## src/design/multilevel_feedback_queue_top_assert.svh

```systemverilog
// Assertion macros shared by the ready queue RTL
`ifndef MULTILEVEL_FEEDBACK_QUEUE_TOP_ASSERT_SVH
`define MULTILEVEL_FEEDBACK_QUEUE_TOP_ASSERT_SVH

// Same-cycle implication, disabled while reset is low
`define MFQ_ASSERT_NOW(label, clk, rst_n, ante, cons, msg) \
    label: assert property (@(posedge clk) disable iff (!(rst_n)) (ante) |-> (cons)) \
        else $error(msg);

// Next-cycle implication, disabled while reset is low
`define MFQ_ASSERT_NEXT(label, clk, rst_n, ante, cons, msg) \
    label: assert property (@(posedge clk) disable iff (!(rst_n)) (ante) |=> (cons)) \
        else $error(msg);

`endif

```

## src/design/mfq_pkg.sv

```systemverilog
`timescale 1ns / 1ps

package mfq_pkg;

    // Default sizing
    localparam int NUM_LEVELS_DEF  = 8;
    localparam int LEVEL_DEPTH_DEF = 16;
    localparam int ID_WIDTH_DEF    = 16;

    // Field widths on the streams
    localparam int PID_W    = 16;
    localparam int PRIO_W   = 3;
    localparam int STATUS_W = 3;
    localparam int LIU_W    = 4;
    localparam int TDATA_W  = 24;

    // Configuration port
    localparam int CFG_ADDR_W = 3;
    localparam int CFG_DATA_W = 32;
    localparam logic REG_LEVELS_IN_USE = 1'b0;  // register index, taken from paddr[2]
    localparam logic [LIU_W-1:0] LIU_RESET = 4'd8;

    // Operation codes
    localparam logic OP_INSERT = 1'b0;
    localparam logic OP_FETCH  = 1'b1;

    // Status codes
    localparam logic [STATUS_W-1:0] ST_INSERTED = 3'd0;
    localparam logic [STATUS_W-1:0] ST_FETCHED  = 3'd1;
    localparam logic [STATUS_W-1:0] ST_EMPTY    = 3'd2;
    localparam logic [STATUS_W-1:0] ST_FULL     = 3'd3;
    localparam logic [STATUS_W-1:0] ST_RANGE    = 3'd4;

    // One result transaction
    typedef struct packed {
        logic [STATUS_W-1:0] status;
        logic [PID_W-1:0]    pid;
        logic [PRIO_W-1:0]   level;
        logic                flag;
    } t_result;

endpackage

```

## src/design/multilevel_feedback_queue_top.sv

```systemverilog
`timescale 1ns / 1ps
// Multi-level feedback ready queue.
// Input stream (s_axis_*): one command per transaction. tuser is the operation
// (0 insert, 1 fetch); tdata carries process id, priority level and the
// used-whole-quantum flag. Output stream (m_axis_*): one result per command,
// tuser is the status, tdata the fetched id, level and stored quantum flag.
// The APB port holds levels_in_use at address 0; write it only while idle.
// An insert steps through accept (IDLE) and then EXEC, which does the pointer
// lookup and the store write; a fetch that finds an entry also passes through
// READ, since the entry comes out of the registered store RAM read port after
// the head pointer is read in EXEC. One command is worked on at a time. The
// result register is loaded from EXEC for an insert or an empty fetch, and
// from READ for a fetch that returns an entry.
// A result register sits on the output; while it is stalled by m_axis_tready
// the block holds the next command's work until the slot frees up.
// Reset clears all pointers and counts at once (every level empty) and sets
// levels_in_use to 8; store RAM contents are not cleared and need no pass.
module multilevel_feedback_queue_top #(
    parameter int NUM_LEVELS  = mfq_pkg::NUM_LEVELS_DEF,
    parameter int LEVEL_DEPTH = mfq_pkg::LEVEL_DEPTH_DEF,
    parameter int ID_WIDTH    = mfq_pkg::ID_WIDTH_DEF
) (
    input  logic                              i_clk,
    input  logic                              i_rst_n,
    // Command stream
    input  logic                              s_axis_tvalid,
    output logic                              s_axis_tready,
    // [15:0] process_id, [18:16] priority_req, [19] finished_quantum, [23:20] zero
    input  logic [mfq_pkg::TDATA_W-1:0]       s_axis_tdata,
    // [0] operation
    input  logic                              s_axis_tuser,
    // Result stream
    output logic                              m_axis_tvalid,
    input  logic                              m_axis_tready,
    // [15:0] process_id_res, [18:16] level, [19] finished_quantum_res, [23:20] zero
    output logic [mfq_pkg::TDATA_W-1:0]       m_axis_tdata,
    // [2:0] status
    output logic [mfq_pkg::STATUS_W-1:0]      m_axis_tuser,
    // Configuration port
    input  logic                              psel,
    input  logic                              penable,
    input  logic                              pwrite,
    input  logic [mfq_pkg::CFG_ADDR_W-1:0]    paddr,
    input  logic [mfq_pkg::CFG_DATA_W-1:0]    pwdata,
    output logic [mfq_pkg::CFG_DATA_W-1:0]    prdata,
    output logic                              pready
);

    `include "multilevel_feedback_queue_top_assert.svh"

    localparam int LW    = (NUM_LEVELS > 1) ? $clog2(NUM_LEVELS) : 1;
    localparam int PW    = $clog2(LEVEL_DEPTH);
    localparam int CW    = $clog2(LEVEL_DEPTH + 1);
    localparam int MEM_D = NUM_LEVELS * LEVEL_DEPTH;
    localparam int AW    = $clog2(MEM_D);
    localparam int WW    = ID_WIDTH + 1;
    localparam int EW    = 5;
    localparam logic [PW-1:0] LAST_SLOT = PW'(LEVEL_DEPTH - 1);
    localparam logic [CW-1:0] FULL_CNT  = CW'(LEVEL_DEPTH);
    localparam logic [EW-1:0] NL        = EW'(NUM_LEVELS);

    // Sequencer states
    localparam logic [1:0] S_IDLE = 2'd0;
    localparam logic [1:0] S_EXEC = 2'd1;
    localparam logic [1:0] S_READ = 2'd2;

    logic [1:0]                  r_state, n_state;
    logic                        r_op;
    logic [mfq_pkg::PID_W-1:0]   r_id;
    logic [mfq_pkg::PRIO_W-1:0]  r_prio;
    logic                        r_flag;
    logic [LW-1:0]               r_lvl, n_lvl;
    logic [mfq_pkg::LIU_W-1:0]   r_liu;

    logic [PW-1:0] r_head  [NUM_LEVELS];
    logic [PW-1:0] r_tail  [NUM_LEVELS];
    logic [CW-1:0] r_count [NUM_LEVELS];
    logic [PW-1:0] n_head  [NUM_LEVELS];
    logic [PW-1:0] n_tail  [NUM_LEVELS];
    logic [CW-1:0] n_count [NUM_LEVELS];

    mfq_pkg::t_result r_out, n_out;
    logic             r_out_valid, n_out_valid;

    logic              s_accept, cfg_wr, out_free;
    logic [EW-1:0]     liu_ext, eff, lvl_base, lvl_ins;
    logic              demote, oor, any_ne, full;
    logic [LW-1:0]     fetch_idx, ins_idx, idx;
    logic [PW-1:0]     ptr;
    logic [AW-1:0]     addr;
    logic              ram_we, ram_re;
    logic [WW-1:0]     wdata, rdata;
    logic [31:0]       id_ext, rd_id_ext;

    assign pready        = 1'b1;
    assign s_axis_tready = (r_state == S_IDLE);
    assign s_accept      = s_axis_tvalid && s_axis_tready;
    assign cfg_wr        = psel && penable && pwrite && pready
                           && (paddr[2] == mfq_pkg::REG_LEVELS_IN_USE);
    assign out_free      = !r_out_valid || m_axis_tready;

    // Register read back
    always_comb begin
        prdata = '0;
        if (paddr[2] == mfq_pkg::REG_LEVELS_IN_USE) begin
            prdata = mfq_pkg::CFG_DATA_W'(r_liu);
        end
    end

    // Insert level: demotion and range check against the effective level count
    always_comb begin
        liu_ext  = EW'(r_liu);
        eff      = (liu_ext < NL) ? liu_ext : NL;
        lvl_base = EW'(r_prio);
        demote   = r_flag && ((lvl_base + EW'(1)) < eff);
        lvl_ins  = lvl_base + EW'(demote);
        oor      = (lvl_ins >= eff);
        ins_idx  = lvl_ins[LW-1:0];
    end

    // Fetch level: lowest-numbered nonempty level
    always_comb begin
        any_ne    = 1'b0;
        fetch_idx = '0;
        for (int i = NUM_LEVELS - 1; i >= 0; i--) begin
            if (r_count[i] != '0) begin
                any_ne    = 1'b1;
                fetch_idx = LW'(i);
            end
        end
    end

    assign idx  = (r_op == mfq_pkg::OP_FETCH) ? fetch_idx : ins_idx;
    assign full = (r_count[idx] == FULL_CNT);
    assign ptr  = (r_op == mfq_pkg::OP_FETCH) ? r_head[idx] : r_tail[idx];
    assign addr = AW'(idx) * AW'(LEVEL_DEPTH) + AW'(ptr);

    // Stored word: flag above the id
    assign id_ext    = 32'(r_id);
    assign wdata     = {r_flag, id_ext[ID_WIDTH-1:0]};
    assign rd_id_ext = 32'(rdata[ID_WIDTH-1:0]);

    // Sequencer and pointer update
    always_comb begin
        n_state     = r_state;
        n_lvl       = r_lvl;
        n_head      = r_head;
        n_tail      = r_tail;
        n_count     = r_count;
        n_out       = r_out;
        n_out_valid = r_out_valid && !m_axis_tready;
        ram_we      = 1'b0;
        ram_re      = 1'b0;
        unique case (r_state)
            S_IDLE: begin
                if (s_accept) begin
                    n_state = S_EXEC;
                end
            end
            S_EXEC: begin
                if (out_free) begin
                    n_state = S_IDLE;
                    if (r_op == mfq_pkg::OP_INSERT) begin
                        n_out_valid  = 1'b1;
                        n_out.pid    = '0;
                        n_out.flag   = 1'b0;
                        n_out.level  = lvl_ins[mfq_pkg::PRIO_W-1:0];
                        if (oor) begin
                            n_out.status = mfq_pkg::ST_RANGE;
                        end else if (full) begin
                            n_out.status = mfq_pkg::ST_FULL;
                        end else begin
                            n_out.status = mfq_pkg::ST_INSERTED;
                            ram_we       = 1'b1;
                            n_tail[idx]  = (ptr == LAST_SLOT) ? '0 : ptr + PW'(1);
                            n_count[idx] = r_count[idx] + CW'(1);
                        end
                    end else if (!any_ne) begin
                        n_out_valid  = 1'b1;
                        n_out.status = mfq_pkg::ST_EMPTY;
                        n_out.pid    = '0;
                        n_out.level  = '0;
                        n_out.flag   = 1'b0;
                    end else begin
                        ram_re       = 1'b1;
                        n_lvl        = idx;
                        n_head[idx]  = (ptr == LAST_SLOT) ? '0 : ptr + PW'(1);
                        n_count[idx] = r_count[idx] - CW'(1);
                        n_state      = S_READ;
                    end
                end
            end
            S_READ: begin
                if (out_free) begin
                    n_out_valid  = 1'b1;
                    n_out.status = mfq_pkg::ST_FETCHED;
                    n_out.pid    = rd_id_ext[mfq_pkg::PID_W-1:0];
                    n_out.level  = mfq_pkg::PRIO_W'(r_lvl);
                    n_out.flag   = rdata[ID_WIDTH];
                    n_state      = S_IDLE;
                end
            end
            default: begin
                n_state = S_IDLE;
            end
        endcase
    end

    // Control state
    always_ff @(posedge i_clk) begin
        if (!i_rst_n) begin
            r_state     <= S_IDLE;
            r_out_valid <= 1'b0;
            r_liu       <= mfq_pkg::LIU_RESET;
            for (int i = 0; i < NUM_LEVELS; i++) begin
                r_head[i]  <= '0;
                r_tail[i]  <= '0;
                r_count[i] <= '0;
            end
        end else begin
            r_state     <= n_state;
            r_out_valid <= n_out_valid;
            r_head      <= n_head;
            r_tail      <= n_tail;
            r_count     <= n_count;
            if (cfg_wr) begin
                r_liu <= pwdata[mfq_pkg::LIU_W-1:0];
            end
        end
    end

    // Payload
    always_ff @(posedge i_clk) begin
        if (s_accept) begin
            r_op   <= s_axis_tuser;
            r_id   <= s_axis_tdata[15:0];
            r_prio <= s_axis_tdata[18:16];
            r_flag <= s_axis_tdata[19];
        end
        r_lvl <= n_lvl;
        r_out <= n_out;
    end

    // Entry store, all levels side by side
    mfq_ram #(
        .WIDTH (WW),
        .DEPTH (MEM_D)
    ) u_store (
        .i_clk   (i_clk),
        .i_we    (ram_we),
        .i_waddr (addr),
        .i_wdata (wdata),
        .i_re    (ram_re),
        .i_raddr (addr),
        .o_rdata (rdata)
    );

    assign m_axis_tvalid = r_out_valid;
    assign m_axis_tuser  = r_out.status;
    assign m_axis_tdata  = {4'b0, r_out.flag, r_out.level, r_out.pid};

    // Checks
    `MFQ_ASSERT_NOW(a_no_write_full, i_clk, i_rst_n, ram_we,
        (r_count[idx] < FULL_CNT), "store written into a full level")
    `MFQ_ASSERT_NOW(a_fetch_nonempty, i_clk, i_rst_n, ram_re,
        (r_count[idx] != '0), "fetch read from an empty level")
    `MFQ_ASSERT_NEXT(a_insert_fills, i_clk, i_rst_n, ram_we,
        (r_count[$past(idx)] != '0), "level still empty after insert")
    `MFQ_ASSERT_NEXT(a_read_result, i_clk, i_rst_n, (r_state == S_READ) && out_free,
        (m_axis_tvalid && (m_axis_tuser == mfq_pkg::ST_FETCHED)),
        "fetch read did not produce a fetched result")

endmodule

```

## src/design/mfq_ram.sv

```systemverilog
`timescale 1ns / 1ps

// Simple dual-port RAM, one write and one registered read port
module mfq_ram #(
    parameter int WIDTH = 17,
    parameter int DEPTH = 128
) (
    input  logic                     i_clk,
    input  logic                     i_we,
    input  logic [$clog2(DEPTH)-1:0] i_waddr,
    input  logic [WIDTH-1:0]         i_wdata,
    input  logic                     i_re,
    input  logic [$clog2(DEPTH)-1:0] i_raddr,
    output logic [WIDTH-1:0]         o_rdata
);

    logic [WIDTH-1:0] r_mem [DEPTH];
    logic [WIDTH-1:0] r_rdata;

    always_ff @(posedge i_clk) begin
        if (i_we) begin
            r_mem[i_waddr] <= i_wdata;
        end
        if (i_re) begin
            r_rdata <= r_mem[i_raddr];
        end
    end

    assign o_rdata = r_rdata;

endmodule
```

## config.mk

```make
export PLATFORM = sky130hd
export DESIGN_NAME = multilevel_feedback_queue_top
export DESIGN_NICKNAME = d
export VERILOG_FILES = /design/src/design/mfq_pkg.sv /design/src/design/multilevel_feedback_queue_top.sv /design/src/design/mfq_ram.sv
export VERILOG_INCLUDE_DIRS = /design/src /design/src/design
export SDC_FILE = /design/constraint.sdc
export NUM_CORES = 2
export LEC_CHECK = 0
export CAP_MARGIN = 20
export CORE_MARGIN = 2
export CORE_UTILIZATION = 35
export DETAILED_ROUTE_END_ITERATION = 10
export DONT_BUFFER_PORTS = 1
export PLACE_DENSITY = 0.51
export SETUP_SLACK_MARGIN = 0.02
export SYNTH_ARGS = -nofsm -noshare
export SYNTH_HDL_FRONTEND = slang
export SYNTH_SLANG_ARGS = --single-unit
export TNS_END_PERCENT = 5
```

## constraint.sdc

```tcl
create_clock -name i_clk -period 19.75 [get_ports i_clk]
set_input_delay 0 -clock i_clk [delete_from_list [all_inputs] [get_ports i_clk]]
set_output_delay 0 -clock i_clk [all_outputs]
set_load 0.005 [all_outputs]
```

After elaboration in Yosys (flattened, before gate mapping)
Memory sizes are Yosys's and may differ from the RTL's. A register that Yosys moved wholly into a read port is not among the register bits.
Index checks and enable logic that the tools add are counted.
Word-level totals
  flip-flop bits (word level): 158
  memory bits (writable): 2176
  input port bits: 67
  output and inout bits: 62
  word-level logic and storage cells: 160
  memories kept: 1
Cells by class
  add/sub/neg operators: 6
  order comparisons: 5
  equality and inequality tests: 11
  mux-type cells: 71
  bitwise gates (word level): 5
  reductions and logical operators: 25
Memories
  u_store.r_mem: depth 128, width 17, rd ports 1, clocked after memory_dff 1, write ports 1, line mfq_ram.sv:17  | logic [WIDTH-1:0] r_mem [DEPTH];
Operators with widths (number)
  $mux W40: 4
  $mux W23: 4
  $bwmux W40: 2
  $bwmux W32: 2
  $pmux W23 S2: 1
  $reduce_bool A5 Y1: 8
  $mux W4: 9
  $mux W3: 10
  $bmux W4 S3: 2
  $mux W1: 23
  $bmux W5 S3: 1
  $demux W5 S3: 1
  $mux W5: 3
  $demux W4 S3: 1
  $mux W2: 6
  $reduce_and A5 Y1: 2
  $ne A2 B2 Y1 const B: 4
  $reduce_and A4 Y1: 2
  $add A7 B4 Y7: 1
  $logic_and A1 B1 Y1: 7
  $pmux W2 S3: 1
  $add A5 B1 Y5 const B: 1
  $eq A5 B5 Y1 const B: 1
  $sub A5 B1 Y5 const B: 1
  other kinds (21): 26

Depth between registers and ports, before layout
  depth after elaboration: 22
  gate-level depth with buffers: 27
  mapped depth without buffers: 22

Modules after synthesis
A second synthesis with hierarchy kept.
Second synthesis, totals
  cell total of the unflattened synthesis: 4133
  area, all modules: 91527.8 sq um
Modules (own cells, without submodules)
  mfq_ram: instances 1, cells each 3269, area an instance 83582.7 sq um, sequential area each 65853.2 sq um
  multilevel_feedback_queue_top: instances 1, cells each 864, area an instance 7945.1 sq um, sequential area each 3633.5 sq um

Worst setup path after synthesis
No wires, ideal clock.
  kind: register to register
  start point: register r_flag
  end point: memory u_store.r_mem[127][0] (enable)
  setup time: 435 ps
  arrival time: 7377 ps
  required time: 19315 ps
  path slack: 11938 ps
  cell stages (with the launch flop): 19
  buffers on the path: 7
  cells stage by stage: edfxtp_1 > and3b_1 > ha_1 > ha_1 > buf_1 > nor2b_1 > a31oi_1 > nor2_1 > clkbuf_1 > a221oi_1 > a32o_1 > buf_2 > a21oi_1 > buf_2 > clkbuf_1 > buf_2 > buf_2 > nand4_1 > nor4_1
Between the ends
  longest elaborated chain between the ends: 15
  elaborated cells between the ends (all ways): 24
  classes of those cells: 2 x add/sub; 1 x order compare; 1 x eq/ne; 18 x mux; 1 x bitwise; 1 x reduce/logical
Ends and longest elaborated chain
  start: declaration: line multilevel_feedback_queue_top.sv:71  | logic r_flag;
  start signal: assignment: line multilevel_feedback_queue_top.sv:238  | r_flag <= s_axis_tdata[19];
  $logic_and A1 B1 Y1 *: line multilevel_feedback_queue_top.sv:115  | demote = r_flag && ((lvl_base + EW'(1)) < eff);
  $add A3 B1 Y4 *: line multilevel_feedback_queue_top.sv:116  | lvl_ins = lvl_base + EW'(demote);
  $mux W3: line multilevel_feedback_queue_top.sv:133  | assign idx = (r_op == mfq_pkg::OP_FETCH) ? fetch_idx : ins_idx;
  $not A3 Y4 (implied by the code): line multilevel_feedback_queue_top.sv:134, multilevel_feedback_queue_top.sv:135
  $bmux W5 S3: line multilevel_feedback_queue_top.sv:134  | assign full = (r_count[idx] == FULL_CNT);
  $mux W5 (implied by the code) (2 in a row): line multilevel_feedback_queue_top.sv:134
  $eq A5 B5 Y1: line multilevel_feedback_queue_top.sv:134
  $mux W1: line multilevel_feedback_queue_top.sv:170  | end else if (full) begin
  $mux W1: line multilevel_feedback_queue_top.sv:168  | if (oor) begin
  $mux W1: line multilevel_feedback_queue_top.sv:163  | if (r_op == mfq_pkg::OP_INSERT) begin
  $mux W1: line multilevel_feedback_queue_top.sv:161  | if (out_free) begin
  $mux W1: line multilevel_feedback_queue_top.sv:154  | unique case (r_state)
  $mux W1: line mfq_ram.sv:21  | if (i_we) begin
  $mux W1 (implied by the code): line mfq_ram.sv:22  | r_mem[i_waddr] <= i_wdata;
  end: declaration: line mfq_ram.sv:17
Mark *: on every way between the ends. The rest lies on a longest branch, timed or not. The select of a mux whose other input is x is not followed.

Final worst setup path
  start point: register r_prio[0] in the netlist's numbering
  end point: register u_store.r_rdata[14] (netlist: u_store.o_rdata[14]), read port of u_store.r_mem (data pin)
Between the ends
  longest elaborated chain between the ends: 11
  elaborated cells between the ends (all ways): 14
  classes of those cells: 3 x add/sub; 1 x order compare; 8 x mux; 1 x bitwise; 1 x reduce/logical
Ends and longest elaborated chain
  start: declaration: line multilevel_feedback_queue_top.sv:70  | logic [mfq_pkg::PRIO_W-1:0] r_prio;
  start signal: assignment: line multilevel_feedback_queue_top.sv:237  | r_prio <= s_axis_tdata[18:16];
  $add A3 B1 Y4: line multilevel_feedback_queue_top.sv:115
  $lt A4 B4 Y1: line multilevel_feedback_queue_top.sv:115
  $logic_and A1 B1 Y1: line multilevel_feedback_queue_top.sv:115
  $add A3 B1 Y4 *: line multilevel_feedback_queue_top.sv:116
  $mux W3 *: line multilevel_feedback_queue_top.sv:133
  $not A3 Y4 (implied by the code): line multilevel_feedback_queue_top.sv:135  | assign ptr = (r_op == mfq_pkg::OP_FETCH) ? r_head[idx] : r_tail[idx];
  $bmux W4 S3: line multilevel_feedback_queue_top.sv:135
  $mux W4 (implied by the code) (2 in a row): line multilevel_feedback_queue_top.sv:135
  $mux W4: line multilevel_feedback_queue_top.sv:135
  $add A7 B4 Y7 *: line multilevel_feedback_queue_top.sv:136  | assign addr = AW'(idx) * AW'(LEVEL_DEPTH) + AW'(ptr);
  end: declaration: line mfq_ram.sv:18  | logic [WIDTH-1:0] r_rdata;
Marked as above.
A chain may end at the register's enable or synchronous reset.

==> out/qor.csv <==
stage,metric,value,unit
critical_path,crit_type,flip-flop to flip-flop,
synth,ys_async_sr_fraction,0,
critical_path,crit_cells,23,
critical_path,end_kind,flip-flop,
global_routing,grtUsageTotal,0.203,
sta,fin_crit,10.06,ns
pwr,p_switching,4.05,mW
critical_path,crit_arrival,10.82,ns
synth,ys_warn_count,0,
critical_path,crit_path_end,u_store.o_rdata[14],
clock_network,tritoncts,done,
critical_path,cp-start-kind,flip-flop,
pwr,power_density,121,nW/um^2
sta,fmax,99.4,MHz
place,pre_cts_ws,9.92,ns
pwr,p_seq_frac,0.422,
synth,synthFlopType,edfxtp_1,
pwr,internal-power,9.09,mW
critical_path,worstPathCellList,ha_1 -> xor2_1 -> ha_1 -> nor2b_1 -> o21ai_0 -> and3b_1 -> ha_1 -> ha_1 -> xor2_1 -> and2_0 -> a22o_1 -> a22oi_1 -> a32o_4 -> buf_4 -> a21oi_4 -> buf_12 -> buf_12 -> buf_4 -> a21oi_1 -> a21oi_1 -> a22oi_1 -> a41oi_1 -> or4_1,
synth,synth.top_cell.area_share,0.711,
global_routing,grt_pass1_vias,57400,
sta,finalCritPeriodShare,0.509,
synth,synth_top_family_by_area,compound AO/OA/AOI/OAI gates,
finish,final_layout_size_suffix_gt1_frac,0.106,
clock_network,cts_buffers,278,
die,die_area,275000,sq um
critical_path,worst_path_max_delay_cell,a41oi_1,
sta,fin_skew,0.0778,ns
place,numPortBuffers,0,
pwr,pwr-share-comb,0.211,
min_path,hold_path_class,input pin to output port,
routing,routed_via_density,5.54,
synth,syn-cell-area,94600,sq um
pwr,ir_worst_vdd,0.104,mV
routing,drtIter0Drc,7068,
clock_network,clock_path_buffers,4,
finish,regArea,69500,sq um
routing,routedWlPerCell,26.4,um
min_path,hold_depth,1,
die,start_util,0.353,
synth,yosys.area.top_type,edfxtp_1,
global_routing,gr-total-overflow,0,
critical_path,crit_buf_inv,4,
sta,setup_viol,0,
synth,synth-simple-area-share,0.0679,
synth,yosys-mux-area-fraction,0.00624,
sta,final_hold_viol_count,0,
place,hpwl,156000,um
synth,synthXorXnorAreaFrac,0.000648,
critical_path,r2r_slack,9.69,ns
finish,nets,7185,
critical_path,worst_path_most_repeated_cell,ha_1,
sta,fin_tns_setup,0,ns
critical_path,worst_ep_required_time,20.51,ns
critical_path,cp_top_family,compound AO/OA/AOI/OAI gates,
pwr,switching_share,0.308,
routing,drt-total-wl,286000,um
sta,final_max_slew_viol_count,0,
critical_path,cp_slowest_stage_delay,0.86,ns
clock_network,post_cts_buffers,0,
synth,synth_cell_types,67,
place,routabilityCongestion,0.817,
synth,synth_fa_ha_area_frac,0.00225,
synth,postSynthCellCount,7008,
die,die_w,524,um
finish,multi_input_area,22200,sq um
synth,synth-edff-count,2240,
routing,drc,0,
routing,dr.pass1.iters,8,
sta,worst_pin_slew,1.25,ns
die,io_pins,129,
status,outcome,completed,
critical_path,reg2reg_from,r_prio[0],
clock_network,path_clk_slew,0.06,ns
synth,ys_ff_latch,2351,
clock_network,cts_num_sinks,2351,
synth,yosysSeqAreaShare,0.734,
synth,synthTopCellsByArea,"edfxtp_1 (71%), a21oi_1 (5.5%), a211oi_1 (4.7%)",
pwr,clkPwrFrac,0.367,
sta,rsz0062_at_grt,no,
global_routing,grt_pass1_wl,410000,um
clock_network,htreeDepth,5,
critical_path,regToRegEndpoint,u_store.o_rdata[14],
clock_network,cts_resized,0,
critical_path,cp_max_fo,173,
sta,layout_setup_ws,9.69,ns
synth,synth_compound_area_frac,0.153,
die,fp-row-count,190,
die,die_y,524,um
pwr,power_leakage,35.3,nW
die,coreArea,268000,sq um
synth,avgSynthCellArea,13.5,sq um
critical_path,startpoint,r_prio[0],
sta,max-slew-margin-rel,0.158,
critical_path,r2r_cells,23,
clock_network,root_buffer,clkbuf_16,
flow_run,drv_cap,0,
finish,fillers,24600,
global_routing,antenna_found_initial,14,
routing,ant_nets,0,
clock_network,clk_latency,0.94,ns
global_routing,grt_max_degree,182,
routing,vias,60100,
finish,syn_to_final_growth,14.5,%
-- through the flow --
| stage | std cells | hold slack, ns | cell area, sq um | utilization | total power [mW] |
|---|---|---|---|---|---|
| 2_1_floorplan | 7039 | 0.0269 | 94700 | - | 7.38 |
| 3_3_place_gp | 10300 | 0.0324 | 99200 | 0.370 | 8.36 |
| 3_5_place_dp | 10300 | 0.0303 | 99200 | 0.370 | 8.38 |
| 4_1_cts | 10800 | 0.00804 | 108000 | 0.403 | 13.2 |
| 5_1_grt | 10800 | 0.0361 | 108000 | 0.404 | 13.6 |
| 6_report | 10900 | 0.0304 | 108000 | 0.404 | 13.1 |
-- synth_stat cells (3+ instances only) --
cell	n
and3_1	7
a211oi_1	588
nand2b_1	3
or4_1	28
buf_2	101
buf_1	46
o211a_1	32
o211ai_1	4
dfxtp_1	111
nor3_1	16
or3_1	3
a21boi_0	18
nor3_2	14
a21oi_1	1041
nand2_1	1115
xor2_1	4
inv_1	217
edfxtp_1	2240
a41oi_1	17
a31o_2	3
nor2_1	151
nor2b_1	67
buf_6	15
a211oi_2	27
clkbuf_1	374
a21o_1	7
xnor2_1	3
nor4_1	67
and2_1	19
buf_4	35
a31oi_1	56
a222oi_1	6
mux2i_1	59
o22ai_1	11
ha_1	17
nand3_1	16
o21ai_0	33
a22oi_1	393
o31ai_1	4
or2_2	3
-- per-layer routing --
metal / GRT usage / share of wire / wire, um / vias to the layer above
met5: 0 / 0 / 0 / -
li1: - / - / - / 26800
met1: 0.286 / 0.44 / 125000 / 30600
met3: 0.0337 / 0.072 / 20500 / 429
met4: 0.0689 / 0.033 / 9320 / 0
met2: 0.319 / 0.46 / 131000 / 2265
-- worst min-delay path by stage --
stage	start	to	slack [ns]
3_3_place_gp	paddr[2]	prdata[3]	0.03
2_1_floorplan	paddr[2]	prdata[3]	0.03
6_report	paddr[2]	prdata[3]	0.03
5_1_grt	paddr[2]	prdata[3]	0.04
3_5_place_dp	paddr[2]	prdata[3]	0.03
4_1_cts	pwrite	r_liu[0]	0.008
-- sequential cells by signal, summed over array words and instances, names as in the netlist, 4 cells and up, named ones only --
name and flops:
r_id 16, r_liu 4, r_tail 32, r_head 32, r_count 32, u_store.o_rdata 17, u_store.r_mem 2176, m_axis_tdata 20
-- logic make-up after synthesis --
| group | after synthesis |
|---|---|
| other | 2 |
| muxes | 59 |
| AOI/OAI and AO/OA | 2262 |
| DFF | 2351 |
| and+or+nand+nor | 1521 |
| adders and majority gates | 17 |
| xor gates and xnor gates | 7 |
| buffers and inverters | 789 |
-- layout make-up --
type,count,share of cell area
clock inverters,122,0.00855
diodes,4,0.0000924
repair buffers,353,0.0274
inverters,218,0.00762
multi-input cells,3899,0.205
clock buffers,352,0.0693
well taps,3552,0.0410
flip-flops and latches,2351,0.641
-- layout by cell type, fill, tap and decap left out, drive strengths merged, types with 13 or more instances in the layout --
master,instances
edfxtp,2240
nand2,1115
a21oi,1041
a211oi,615
a22oi,393
clkbuf,352
buf,296
inv,223
nor2,152
dfxtp,111
clkinv,97
nor4,68
nor2b,67
mux2i,59
dlygate4sd3,57
a31oi,56
o21ai,33
conb,33
o211a,32
nor3,30
or4,28
and2,20
a21boi,19
a41oi,17
ha,17
nand3,16
bufinv,13
-- repair_timing --
action,in CTS,in global routing
setup endpoints to repair,0,0
endpoints found under the hold margin,196,0
hold buffers,58,0
-- power by group through the flow --
stage	clock network, mW	logic, mW	registers [mW]
global placement	0	2.71	5.64
finish	4.83	2.77	5.54
detailed placement	0	2.74	5.64
floorplan	0	1.69	5.70
global route	5.11	2.99	5.54
CTS	4.92	2.76	5.54
Power figures use the tool's default switching activity.
